[src/rtl/fpa_pkg.sv]
// Shared constants for the first-fit partition allocator.
`default_nettype none

package fpa_pkg;

  localparam int MemUnitsDef   = 512;
  localparam int TableDepthDef = 64;
  localparam int AmountW       = 10;
  localparam int OwnerW        = 8;
  localparam int StatusW       = 3;

  localparam logic CMD_RELEASE  = 1'b0;
  localparam logic CMD_ALLOCATE = 1'b1;

  localparam logic [StatusW-1:0] ST_OK      = 3'd0;
  localparam logic [StatusW-1:0] ST_NOFIT   = 3'd1;
  localparam logic [StatusW-1:0] ST_NOOWNER = 3'd2;
  localparam logic [StatusW-1:0] ST_EXCEEDS = 3'd3;
  localparam logic [StatusW-1:0] ST_FULL    = 3'd4;

endpackage

`default_nettype wire

[src/rtl/first_fit_partition_allocator_core.sv]
// Top level of the first-fit partition allocator with its segment table in RAM.
//
//   channel | signals                            | direction
//   input   | in_valid, in_ready, cmd, owner, amount | into the block
//   output  | out_valid, out_ready, status, block_start, segments_used | out of the block
//
// The time a request takes grows with the index of the found entry and with the number
// of entries moved. A refused request stops once the found entry and its neighbors are
// read, a request that matches no entry scans all count entries, and an allocation of zero
// units is answered without a scan.
// The segment RAM has a single read port: one entry is read per cycle.
// After reset, the initial free segment is written before requests are taken.
// A new request is taken only when the previous one is finished; a result waits in the
// output register until its transfer, and the block holds its last step while it waits.
`default_nettype none

module first_fit_partition_allocator_core #(
  parameter int MEM_UNITS   = fpa_pkg::MemUnitsDef,
  parameter int TABLE_DEPTH = fpa_pkg::TableDepthDef
) (
  input  wire logic                               clk,
  input  wire logic                               rst,
  input  wire logic                               in_valid,
  output logic                                    in_ready,
  input  wire logic                               cmd,
  input  wire logic [fpa_pkg::OwnerW-1:0]         owner,
  input  wire logic [fpa_pkg::AmountW-1:0]        amount,
  output logic                                    out_valid,
  input  wire logic                               out_ready,
  output logic      [fpa_pkg::StatusW-1:0]        status,
  output logic      [$clog2(MEM_UNITS)-1:0]       block_start,
  output logic      [$clog2(TABLE_DEPTH+1)-1:0]   segments_used
);

  localparam int SW  = $clog2(MEM_UNITS);
  localparam int LW  = $clog2(MEM_UNITS + 1);
  localparam int IW  = $clog2(TABLE_DEPTH);
  localparam int CNW = $clog2(TABLE_DEPTH + 1);
  localparam int PW  = CNW + 1;
  localparam int AMW = fpa_pkg::AmountW;
  localparam int CW  = (LW > AMW) ? LW : AMW;
  localparam int EW  = SW + LW + fpa_pkg::OwnerW + 1;

  typedef struct packed {
    logic [SW-1:0]              start;
    logic [LW-1:0]              len;
    logic [fpa_pkg::OwnerW-1:0] owner;
    logic                       free;
  } entry_t;

  typedef enum logic [7:0] {
    S_INIT  = 8'b0000_0001,
    S_IDLE  = 8'b0000_0010,
    S_SCAN  = 8'b0000_0100,
    S_NEIGH = 8'b0000_1000,
    S_COPY  = 8'b0001_0000,
    S_WR1   = 8'b0010_0000,
    S_WR2   = 8'b0100_0000,
    S_DONE  = 8'b1000_0000
  } state_t;

  state_t                       state;
  logic [CNW-1:0]               count;
  logic                         cmd_r;
  logic [fpa_pkg::OwnerW-1:0]   owner_r;
  logic [AMW-1:0]               amount_r;
  logic [CNW-1:0]               ptr;
  logic                         sc_pend;
  entry_t                       prev;
  entry_t                       ent;
  logic [CNW-1:0]               idx;
  logic [fpa_pkg::StatusW-1:0]  st_r;
  logic [SW-1:0]                where_r;
  logic [CNW-1:0]               cnt_new;
  logic [PW-1:0]                cp_src;
  logic [PW-1:0]                cp_lim;
  logic                         cp_up;
  logic                         cp_two;
  logic                         cp_pend;
  logic [IW-1:0]                cp_dst;
  logic                         w1_en;
  logic [IW-1:0]                w1_addr;
  entry_t                       w1_data;
  logic                         w2_en;
  logic [IW-1:0]                w2_addr;
  entry_t                       w2_data;

  logic          ram_we;
  logic [IW-1:0] ram_waddr;
  entry_t        ram_wdata;
  logic [IW-1:0] ram_raddr;
  logic [EW-1:0] ram_rdata;
  entry_t        rd;

  assign rd = entry_t'(ram_rdata);

  fpa_ram #(
    .WIDTH(EW),
    .DEPTH(TABLE_DEPTH)
  ) u_table (
    .clk  (clk),
    .we   (ram_we),
    .waddr(ram_waddr),
    .wdata(EW'(ram_wdata)),
    .raddr(ram_raddr),
    .rdata(ram_rdata)
  );

  logic [CW-1:0] amt_c;
  logic          scan_match;
  logic          cp_rd;

  assign amt_c = CW'(amount_r);
  assign scan_match = (cmd_r == fpa_pkg::CMD_ALLOCATE) ?
                      (rd.free && (CW'(rd.len) >= amt_c)) :
                      (!rd.free && (rd.owner == owner_r));
  assign cp_rd = cp_up ? (cp_src >= cp_lim) : (cp_src <= cp_lim);
  assign in_ready = (state == S_IDLE);

  // Decision once the found entry and both neighbors are known.
  logic [fpa_pkg::StatusW-1:0] d_st;
  logic [CNW-1:0]              d_cnt;
  logic [PW-1:0]               d_src;
  logic [PW-1:0]               d_lim;
  logic                        d_up;
  logic                        d_two;
  logic                        d_w1_en;
  logic [IW-1:0]               d_w1_addr;
  entry_t                      d_w1_data;
  logic                        d_w2_en;
  logic [IW-1:0]               d_w2_addr;
  entry_t                      d_w2_data;

  always_comb begin
    logic [PW-1:0] i_p;
    logic [PW-1:0] cnt_p;
    logic [IW-1:0] i_a;
    logic          lf;
    logic          rf;
    logic          full;
    logic [SW-1:0] split_start;
    i_p         = PW'(idx);
    cnt_p       = PW'(count);
    i_a         = idx[IW-1:0];
    lf          = (idx != '0) && prev.free;
    rf          = ((i_p + PW'(1)) < cnt_p) && rd.free;
    full        = cnt_p >= PW'(TABLE_DEPTH);
    split_start = SW'(CW'(ent.start) + amt_c);
    d_st        = fpa_pkg::ST_OK;
    d_cnt       = count;
    d_src       = '0;
    d_lim       = PW'(1);
    d_up        = 1'b1;
    d_two       = 1'b0;
    d_w1_en     = 1'b0;
    d_w1_addr   = i_a;
    d_w1_data   = ent;
    d_w2_en     = 1'b0;
    d_w2_addr   = i_a;
    d_w2_data   = ent;
    if (cmd_r == fpa_pkg::CMD_ALLOCATE) begin
      if (CW'(ent.len) == amt_c) begin
        d_w1_en   = 1'b1;
        d_w1_data = '{start: ent.start, len: LW'(amount_r), owner: owner_r, free: 1'b0};
      end else if (full) begin
        d_st = fpa_pkg::ST_FULL;
      end else begin
        d_src     = cnt_p - PW'(1);
        d_lim     = i_p + PW'(1);
        d_w1_en   = 1'b1;
        d_w1_addr = IW'(i_a + IW'(1));
        d_w1_data = '{start: split_start, len: LW'(ent.len - LW'(amount_r)),
                      owner: '0, free: 1'b1};
        d_w2_en   = 1'b1;
        d_w2_data = '{start: ent.start, len: LW'(amount_r), owner: owner_r, free: 1'b0};
        d_cnt     = CNW'(count + CNW'(1));
      end
    end else if ((amt_c == '0) || (amt_c > CW'(ent.len))) begin
      d_st = fpa_pkg::ST_EXCEEDS;
    end else if (amt_c == CW'(ent.len)) begin
      d_w1_en = 1'b1;
      d_up    = 1'b0;
      d_lim   = cnt_p - PW'(1);
      if (lf && rf) begin
        d_w1_addr = IW'(i_a - IW'(1));
        d_w1_data = '{start: prev.start, len: LW'(prev.len + ent.len + rd.len),
                      owner: '0, free: 1'b1};
        d_src     = i_p + PW'(2);
        d_two     = 1'b1;
        d_cnt     = CNW'(count - CNW'(2));
      end else if (lf) begin
        d_w1_addr = IW'(i_a - IW'(1));
        d_w1_data = '{start: prev.start, len: LW'(prev.len + ent.len), owner: '0, free: 1'b1};
        d_src     = i_p + PW'(1);
        d_cnt     = CNW'(count - CNW'(1));
      end else if (rf) begin
        d_w1_data = '{start: ent.start, len: LW'(ent.len + rd.len), owner: '0, free: 1'b1};
        d_src     = i_p + PW'(2);
        d_cnt     = CNW'(count - CNW'(1));
      end else begin
        d_w1_data = '{start: ent.start, len: ent.len, owner: '0, free: 1'b1};
        d_up      = 1'b1;
        d_src     = '0;
        d_lim     = PW'(1);
      end
    end else if (lf) begin
      d_w1_en   = 1'b1;
      d_w1_addr = IW'(i_a - IW'(1));
      d_w1_data = '{start: prev.start, len: LW'(prev.len + LW'(amount_r)),
                    owner: '0, free: 1'b1};
      d_w2_en   = 1'b1;
      d_w2_data = '{start: split_start, len: LW'(ent.len - LW'(amount_r)),
                    owner: ent.owner, free: 1'b0};
    end else if (full) begin
      d_st = fpa_pkg::ST_FULL;
    end else begin
      d_src     = cnt_p - PW'(1);
      d_lim     = i_p + PW'(1);
      d_w1_en   = 1'b1;
      d_w1_addr = IW'(i_a + IW'(1));
      d_w1_data = '{start: split_start, len: LW'(ent.len - LW'(amount_r)),
                    owner: ent.owner, free: 1'b0};
      d_w2_en   = 1'b1;
      d_w2_data = '{start: ent.start, len: LW'(amount_r), owner: '0, free: 1'b1};
      d_cnt     = CNW'(count + CNW'(1));
    end
  end

  always_comb begin
    ram_we    = 1'b0;
    ram_waddr = cp_dst;
    ram_wdata = rd;
    ram_raddr = ptr[IW-1:0];
    case (state)
      S_INIT: begin
        ram_we    = 1'b1;
        ram_waddr = '0;
        ram_wdata = '{start: '0, len: LW'(MEM_UNITS), owner: '0, free: 1'b1};
      end
      S_COPY: begin
        ram_we    = cp_pend;
        ram_raddr = cp_src[IW-1:0];
      end
      S_WR1: begin
        ram_we    = w1_en;
        ram_waddr = w1_addr;
        ram_wdata = w1_data;
      end
      S_WR2: begin
        ram_we    = w2_en;
        ram_waddr = w2_addr;
        ram_wdata = w2_data;
      end
      default: begin
        ram_we = 1'b0;
      end
    endcase
  end

  always_ff @(posedge clk) begin
    if (rst) begin
      state   <= S_INIT;
      count   <= CNW'(1);
      sc_pend <= 1'b0;
      cp_pend <= 1'b0;
    end else begin
      case (state)
        S_INIT: begin
          state <= S_IDLE;
        end
        S_IDLE: begin
          if (in_valid) begin
            cmd_r    <= cmd;
            owner_r  <= owner;
            amount_r <= amount;
            ptr      <= '0;
            sc_pend  <= 1'b0;
            if ((cmd == fpa_pkg::CMD_ALLOCATE) && (amount == '0)) begin
              st_r    <= fpa_pkg::ST_NOFIT;
              where_r <= '0;
              state   <= S_DONE;
            end else begin
              state <= S_SCAN;
            end
          end
        end
        S_SCAN: begin
          sc_pend <= 1'b1;
          if (!sc_pend) begin
            ptr <= CNW'(ptr + CNW'(1));
          end else if (scan_match) begin
            idx   <= CNW'(ptr - CNW'(1));
            ent   <= rd;
            state <= S_NEIGH;
          end else if (ptr == count) begin
            st_r    <= (cmd_r == fpa_pkg::CMD_ALLOCATE) ?
                       fpa_pkg::ST_NOFIT : fpa_pkg::ST_NOOWNER;
            where_r <= '0;
            state   <= S_DONE;
          end else begin
            prev <= rd;
            ptr  <= CNW'(ptr + CNW'(1));
          end
        end
        S_NEIGH: begin
          st_r    <= d_st;
          where_r <= (d_st == fpa_pkg::ST_OK) ? ent.start : '0;
          cnt_new <= d_cnt;
          cp_src  <= d_src;
          cp_lim  <= d_lim;
          cp_up   <= d_up;
          cp_two  <= d_two;
          cp_pend <= 1'b0;
          w1_en   <= d_w1_en && (d_st == fpa_pkg::ST_OK);
          w1_addr <= d_w1_addr;
          w1_data <= d_w1_data;
          w2_en   <= d_w2_en && (d_st == fpa_pkg::ST_OK);
          w2_addr <= d_w2_addr;
          w2_data <= d_w2_data;
          if (d_st == fpa_pkg::ST_OK) begin
            state <= S_COPY;
          end else begin
            state <= S_DONE;
          end
        end
        S_COPY: begin
          cp_pend <= cp_rd;
          if (cp_rd) begin
            if (cp_up) begin
              cp_dst <= IW'(cp_src + PW'(1));
              cp_src <= PW'(cp_src - PW'(1));
            end else begin
              cp_dst <= cp_two ? IW'(cp_src - PW'(2)) : IW'(cp_src - PW'(1));
              cp_src <= PW'(cp_src + PW'(1));
            end
          end
          if (!cp_rd && !cp_pend) begin
            state <= S_WR1;
          end
        end
        S_WR1: begin
          state <= S_WR2;
        end
        S_WR2: begin
          count <= cnt_new;
          state <= S_DONE;
        end
        S_DONE: begin
          if (!out_valid || out_ready) begin
            state <= S_IDLE;
          end
        end
        default: begin
          state <= S_INIT;
        end
      endcase
    end
  end

  always_ff @(posedge clk) begin
    if (rst) begin
      out_valid <= 1'b0;
    end else if ((state == S_DONE) && (!out_valid || out_ready)) begin
      out_valid     <= 1'b1;
      status        <= st_r;
      block_start   <= where_r;
      segments_used <= count;
    end else if (out_ready) begin
      out_valid <= 1'b0;
    end
  end

  a_count_range: assert property (@(posedge clk) disable iff (rst)
    (state != S_INIT) |-> ((count != '0) && (PW'(count) <= PW'(TABLE_DEPTH))))
    else $error("Segment count left its legal range.");

  a_no_write_in_scan: assert property (@(posedge clk) disable iff (rst)
    ((state == S_SCAN) || (state == S_NEIGH) || (state == S_IDLE)) |-> !ram_we)
    else $error("Table written while it is being searched.");

  a_copy_no_collide: assert property (@(posedge clk) disable iff (rst)
    ((state == S_COPY) && cp_pend && cp_rd) |-> (cp_dst != cp_src[IW-1:0]))
    else $error("Entry move reads and writes the same entry in one cycle.");

  a_error_keeps_count: assert property (@(posedge clk) disable iff (rst)
    ((state == S_NEIGH) && (d_st != fpa_pkg::ST_OK)) |=> ($stable(count) && (state == S_DONE)))
    else $error("A refused request changed the table.");

endmodule

`default_nettype wire

[src/rtl/fpa_ram.sv]
// Generic single-write, single-read RAM with a registered read port.
`default_nettype none

module fpa_ram #(
  parameter int WIDTH = 8,
  parameter int DEPTH = 64
) (
  input  wire logic                     clk,
  input  wire logic                     we,
  input  wire logic [$clog2(DEPTH)-1:0] waddr,
  input  wire logic [WIDTH-1:0]         wdata,
  input  wire logic [$clog2(DEPTH)-1:0] raddr,
  output logic      [WIDTH-1:0]         rdata
);

  logic [WIDTH-1:0] mem [DEPTH];

  always_ff @(posedge clk) begin
    if (we) begin
      mem[waddr] <= wdata;
    end
    rdata <= mem[raddr];
  end

endmodule

`default_nettype wire

[config.mk]
export PLATFORM = sky130hd
export DESIGN_NAME = first_fit_partition_allocator_core
export DESIGN_NICKNAME = d
export VERILOG_FILES = /design/src/rtl/fpa_pkg.sv /design/src/rtl/first_fit_partition_allocator_core.sv /design/src/rtl/fpa_ram.sv
export SDC_FILE = /design/constraint.sdc
export NUM_CORES = 2
export LEC_CHECK = 0
export ABC_AREA = 1
export BUFFER_PORTS_ARGS = -buffer_cell sky130_fd_sc_hd__buf_2
export CAP_MARGIN = 40
export CORE_UTILIZATION = 35
export CTS_CLUSTER_SIZE = 28
export DETAILED_ROUTE_END_ITERATION = 8
export SLEW_MARGIN = 0
export SYNTH_ARGS = -nofsm -noshare
export SYNTH_HDL_FRONTEND = slang
export SYNTH_HIERARCHICAL = 1
export SYNTH_SLANG_ARGS = --single-unit
[constraint.sdc]
create_clock -name clk -period 9.8 [get_ports clk]
set_input_delay 0.98 -clock clk [delete_from_list [all_inputs] [get_ports clk]]
set_output_delay 0.98 -clock clk [all_outputs]
set_load 0.005 [all_outputs]
==> results.yml <==
clocking:
  ctsHoldBuffers: 0
  cts_max_path_buffers: 3
  root_buffer: "clkbuf_16"
  cts_resized: 0
  h-tree-depth: 4
  insertion_delay_ns: 0.89
  clk_pin_slew_ns: 0.06
  cts_buffers: 208
  numClockSinks: 2051
  post_cts_buffers: 0
  cts_tree: "yes"
place:
  dp.cells: 11172
  dpl_cell_area_um2: 93900
  globalplace.congestion: 0.903
  hpwlAfterDp_um: 155000
  numPortBuffers: 43
critical_path:
  ff2ff_setup_slack_ns: 4.49
  end_kind: "register"
  reg2reg_from: "state[3]$_SDFFE_PP0P_"
  reg2reg_depth: 20
  r2r-end: "u_table/rdata[6]$_DFF_P_"
  worstSetupPathType: "reg -> reg"
  critPathMaxFanout: 153
  cp.required_ns: 10.61
  arrival_ns: 6.12
  start_kind: "register"
finish:
  final_cell_area_um2: 101000
  stdcell_count: 11562
  fillers: 23732
  syn_to_final_growth_pct: 13.3
  drive_above_1_share: 0.0836
  nNetsFinal: 8162
flow_run:
  drv_cap: 0
floorplanning:
  io-pin-count: 44
  die_y_um: 506
  die_w_um: 506
  row_count: 184
  die_area_um2: 256000
  core_area_um2: 252000
  start_util: 0.353
logic_synthesis:
  syn_nets: 8192
  syn_inst: 8064
  yosys_warnings: 6
  synth_ff_type: "edfxtp_1"
  syn_area_um2: 88900
  synthArstFlopShare: 0
  yosys.area.top_type_share: 0.677
  synthTopCellsByArea: "edfxtp_1 68%, nand2_1 12%, nand3_1 9.3%"
  syn_area_per_cell_um2: 11.0
  synth_enable_flop_cells: 2005
  yosys.area.top_type: "edfxtp_1"
  ys_seq_area_frac: 0.687
  ys_types: 64
  synth-seq-cells: 2051
routing:
  wire_per_inst_um: 23.6
  ant_nets: 0
  vias: 62498
  drtIter0Drc: 7491
  drc_errors: 2
  wirelength_um: 273000
  drt_pre_antenna_iters: 8
  viasPerCell: 5.41
min_path:
  worst_hold_path.endpoint: "owner_r[2]$_DFFE_PP_"
  hold_class: "in -> reg"
  whs_path_depth: 1
  min_from: "owner[2]"
timing:
  final.min_clock_period_ns: 5.31
  setup_tns_ns: 0
  rsz0062_at_grt: "no"
  hold_slack_ns: 0.286
  hold_violations: 0
  worstMarginPinSlew_ns: 1.12
  slew_violations: 0
  finalClockSkew_ns: 0.0586
  fmax_mhz: 188
  setup-violations-final: 0
  slew_headroom: 0.255
  period_share: 0.542
power_and_ir_drop:
  p_seq_frac: 0.486
  combPwrFrac: 0.173
  p_switching_mw: 6.94
  p_leak_nw: 37.0
  switching_share: 0.297
  clkPwrFrac: 0.341
  ir_worst_vdd_uv: 178
  power_density_nw_per_um2: 232
  p_int_mw: 16.4
grt:
  grt_overflow: 0
  grt_pass1_vias: 58664
  antenna_found_initial: 10
  grt_usage: 0.209
  grt_max_degree: 195
  grt_pass1_wl_um: 399000
run_status:
  outcome: "complete, but fails checks"
  violations: "DRC"
## cells by family (layout without fill, tap and decap cells)
kind of cell | after synthesis | after routing | synth area share
fa+ha+maj | 105 | 105 | 0.0153
buf+inv | 704 | 850 | 0.0371
compound gates | 364 | 364 | 0.0240
simple gates | 4765 | 4765 | 0.229
other cells | 0 | 4 | 0
flops | 2051 | 2051 | 0.687
xor+xnor | 75 | 75 | 0.00739
## sequential cells by signal, summed over array words and instances (netlist names), 10 cells and up
signal,cells
w2_data,28
ent,28
u_table/rdata,28
prev,20
w1_data,28
u_table/mem,1792
amount_r,10
## through the flow
step                      setup slack [ns]  total power [mW]  utilization
after global placement                4.08              15.3        0.368
after CTS                             4.43              23.4        0.400
after global routing                  4.09              24.0        0.400
after floorplan                       4.44              13.5            -
final                                 4.49              23.4        0.400
after detailed placement              4.44              15.5        0.373
## cells in the final DEF (no fill, tap or decap), types with 28 or more instances in the layout
cell       instances
o211ai_1          28
a21oi_1           90
clkinv_2          36
nor2_4            68
nand2_1         2800
dfxtp_1           46
inv_1            223
buf_2             43
buf_12            31
clkinv_1          36
edfxtp_1        2005
nand3_1         1624
nor3_1            32
xor2_1            49
nor2_1           132
o21ai_0          129
buf_4            117
ha_1              99
clkbuf_16        209
clkbuf_1          54
## how the worst max path moves through the flow
stage,from,endpoint,cells after the start
finish,state[3]$_SDFFE_PP0P_,u_table/rdata[6]$_DFF_P_,20
global route,state[3]$_SDFFE_PP0P_,u_table/rdata[6]$_DFF_P_,20
CTS,state[3]$_SDFFE_PP0P_,u_table/rdata[6]$_DFF_P_,20
detailed placement,state[3]$_SDFFE_PP0P_,u_table/rdata[6]$_DFF_P_,20
global placement,state[3]$_SDFFE_PP0P_,u_table/rdata[6]$_DFF_P_,19
floorplan,rst,cnt_new[0]$_DFFE_PP_,2
## routing by layer
metal / track usage / part of all wire / wire length, um
met1: 0.291 / 0.41 / 113000
met2: 0.328 / 0.45 / 124000
met3: 0.0342 / 0.096 / 26300
met4: 0.0760 / 0.036 / 9820
met5: 0 / 0.000044 / 12
## critical path: stages, from the launching register on
cell      delay (ns)
dfxtp_1         0.40
nor2_1          0.09
nand2_1         0.09
inv_1           0.08
nand4_2         0.12
buf_16          0.20
clkinv_1        0.31
nand2_1         0.23
o21ai_4         0.09
buf_12          0.25
inv_8           0.59
buf_12          0.55
buf_4           0.69
nand2_1         0.11
nand3_1         0.10
nand3_1         0.09
nand2_1         0.10
nand2_1         0.05
nand3_1         0.30
nand3_1         0.34
nand2_1         0.15
## cell usage after synthesis (all sizes together) (7+ instances only)
cell	instances
nand4	21
o21bai	7
a221oi	7
ha	99
inv	240
a31oi	10
nand3b	8
nor2	205
o211ai	29
clkbuf	92
xor2	49
o22ai	27
a22oi	15
a21oi	91
nand3	1652
buf	366
edfxtp	2005
xnor2	26
nor3	37
o21ai	146
nand2	2824
dfxtp	46
nor4	7
## layout make-up
cell class                 count  area [um2]  area share
antenna                        4        10.0   0.0000993
clock buffer                 276        5610      0.0557
tap                         3348        4190      0.0416
sequential                  2051       61100       0.607
timing repair buffer         218        2440      0.0243
inverter                     246         957     0.00950
multi-input combinational   5309       25200       0.250
clock inverter               110        1230      0.0122
## power groups by stage
stage | Sequential, mW | Clock (mW) | Combinational [mW]
6_report | 11.4 | 7.97 | 4.04
5_1_grt | 11.4 | 8.39 | 4.27
4_1_cts | 11.4 | 8.07 | 3.99
3_5_place_dp | 11.5 | 0 | 3.98
3_3_place_gp | 11.6 | 0 | 3.72
2_1_floorplan | 11.5 | 0 | 1.93
(Power assumes the default switching activity.)
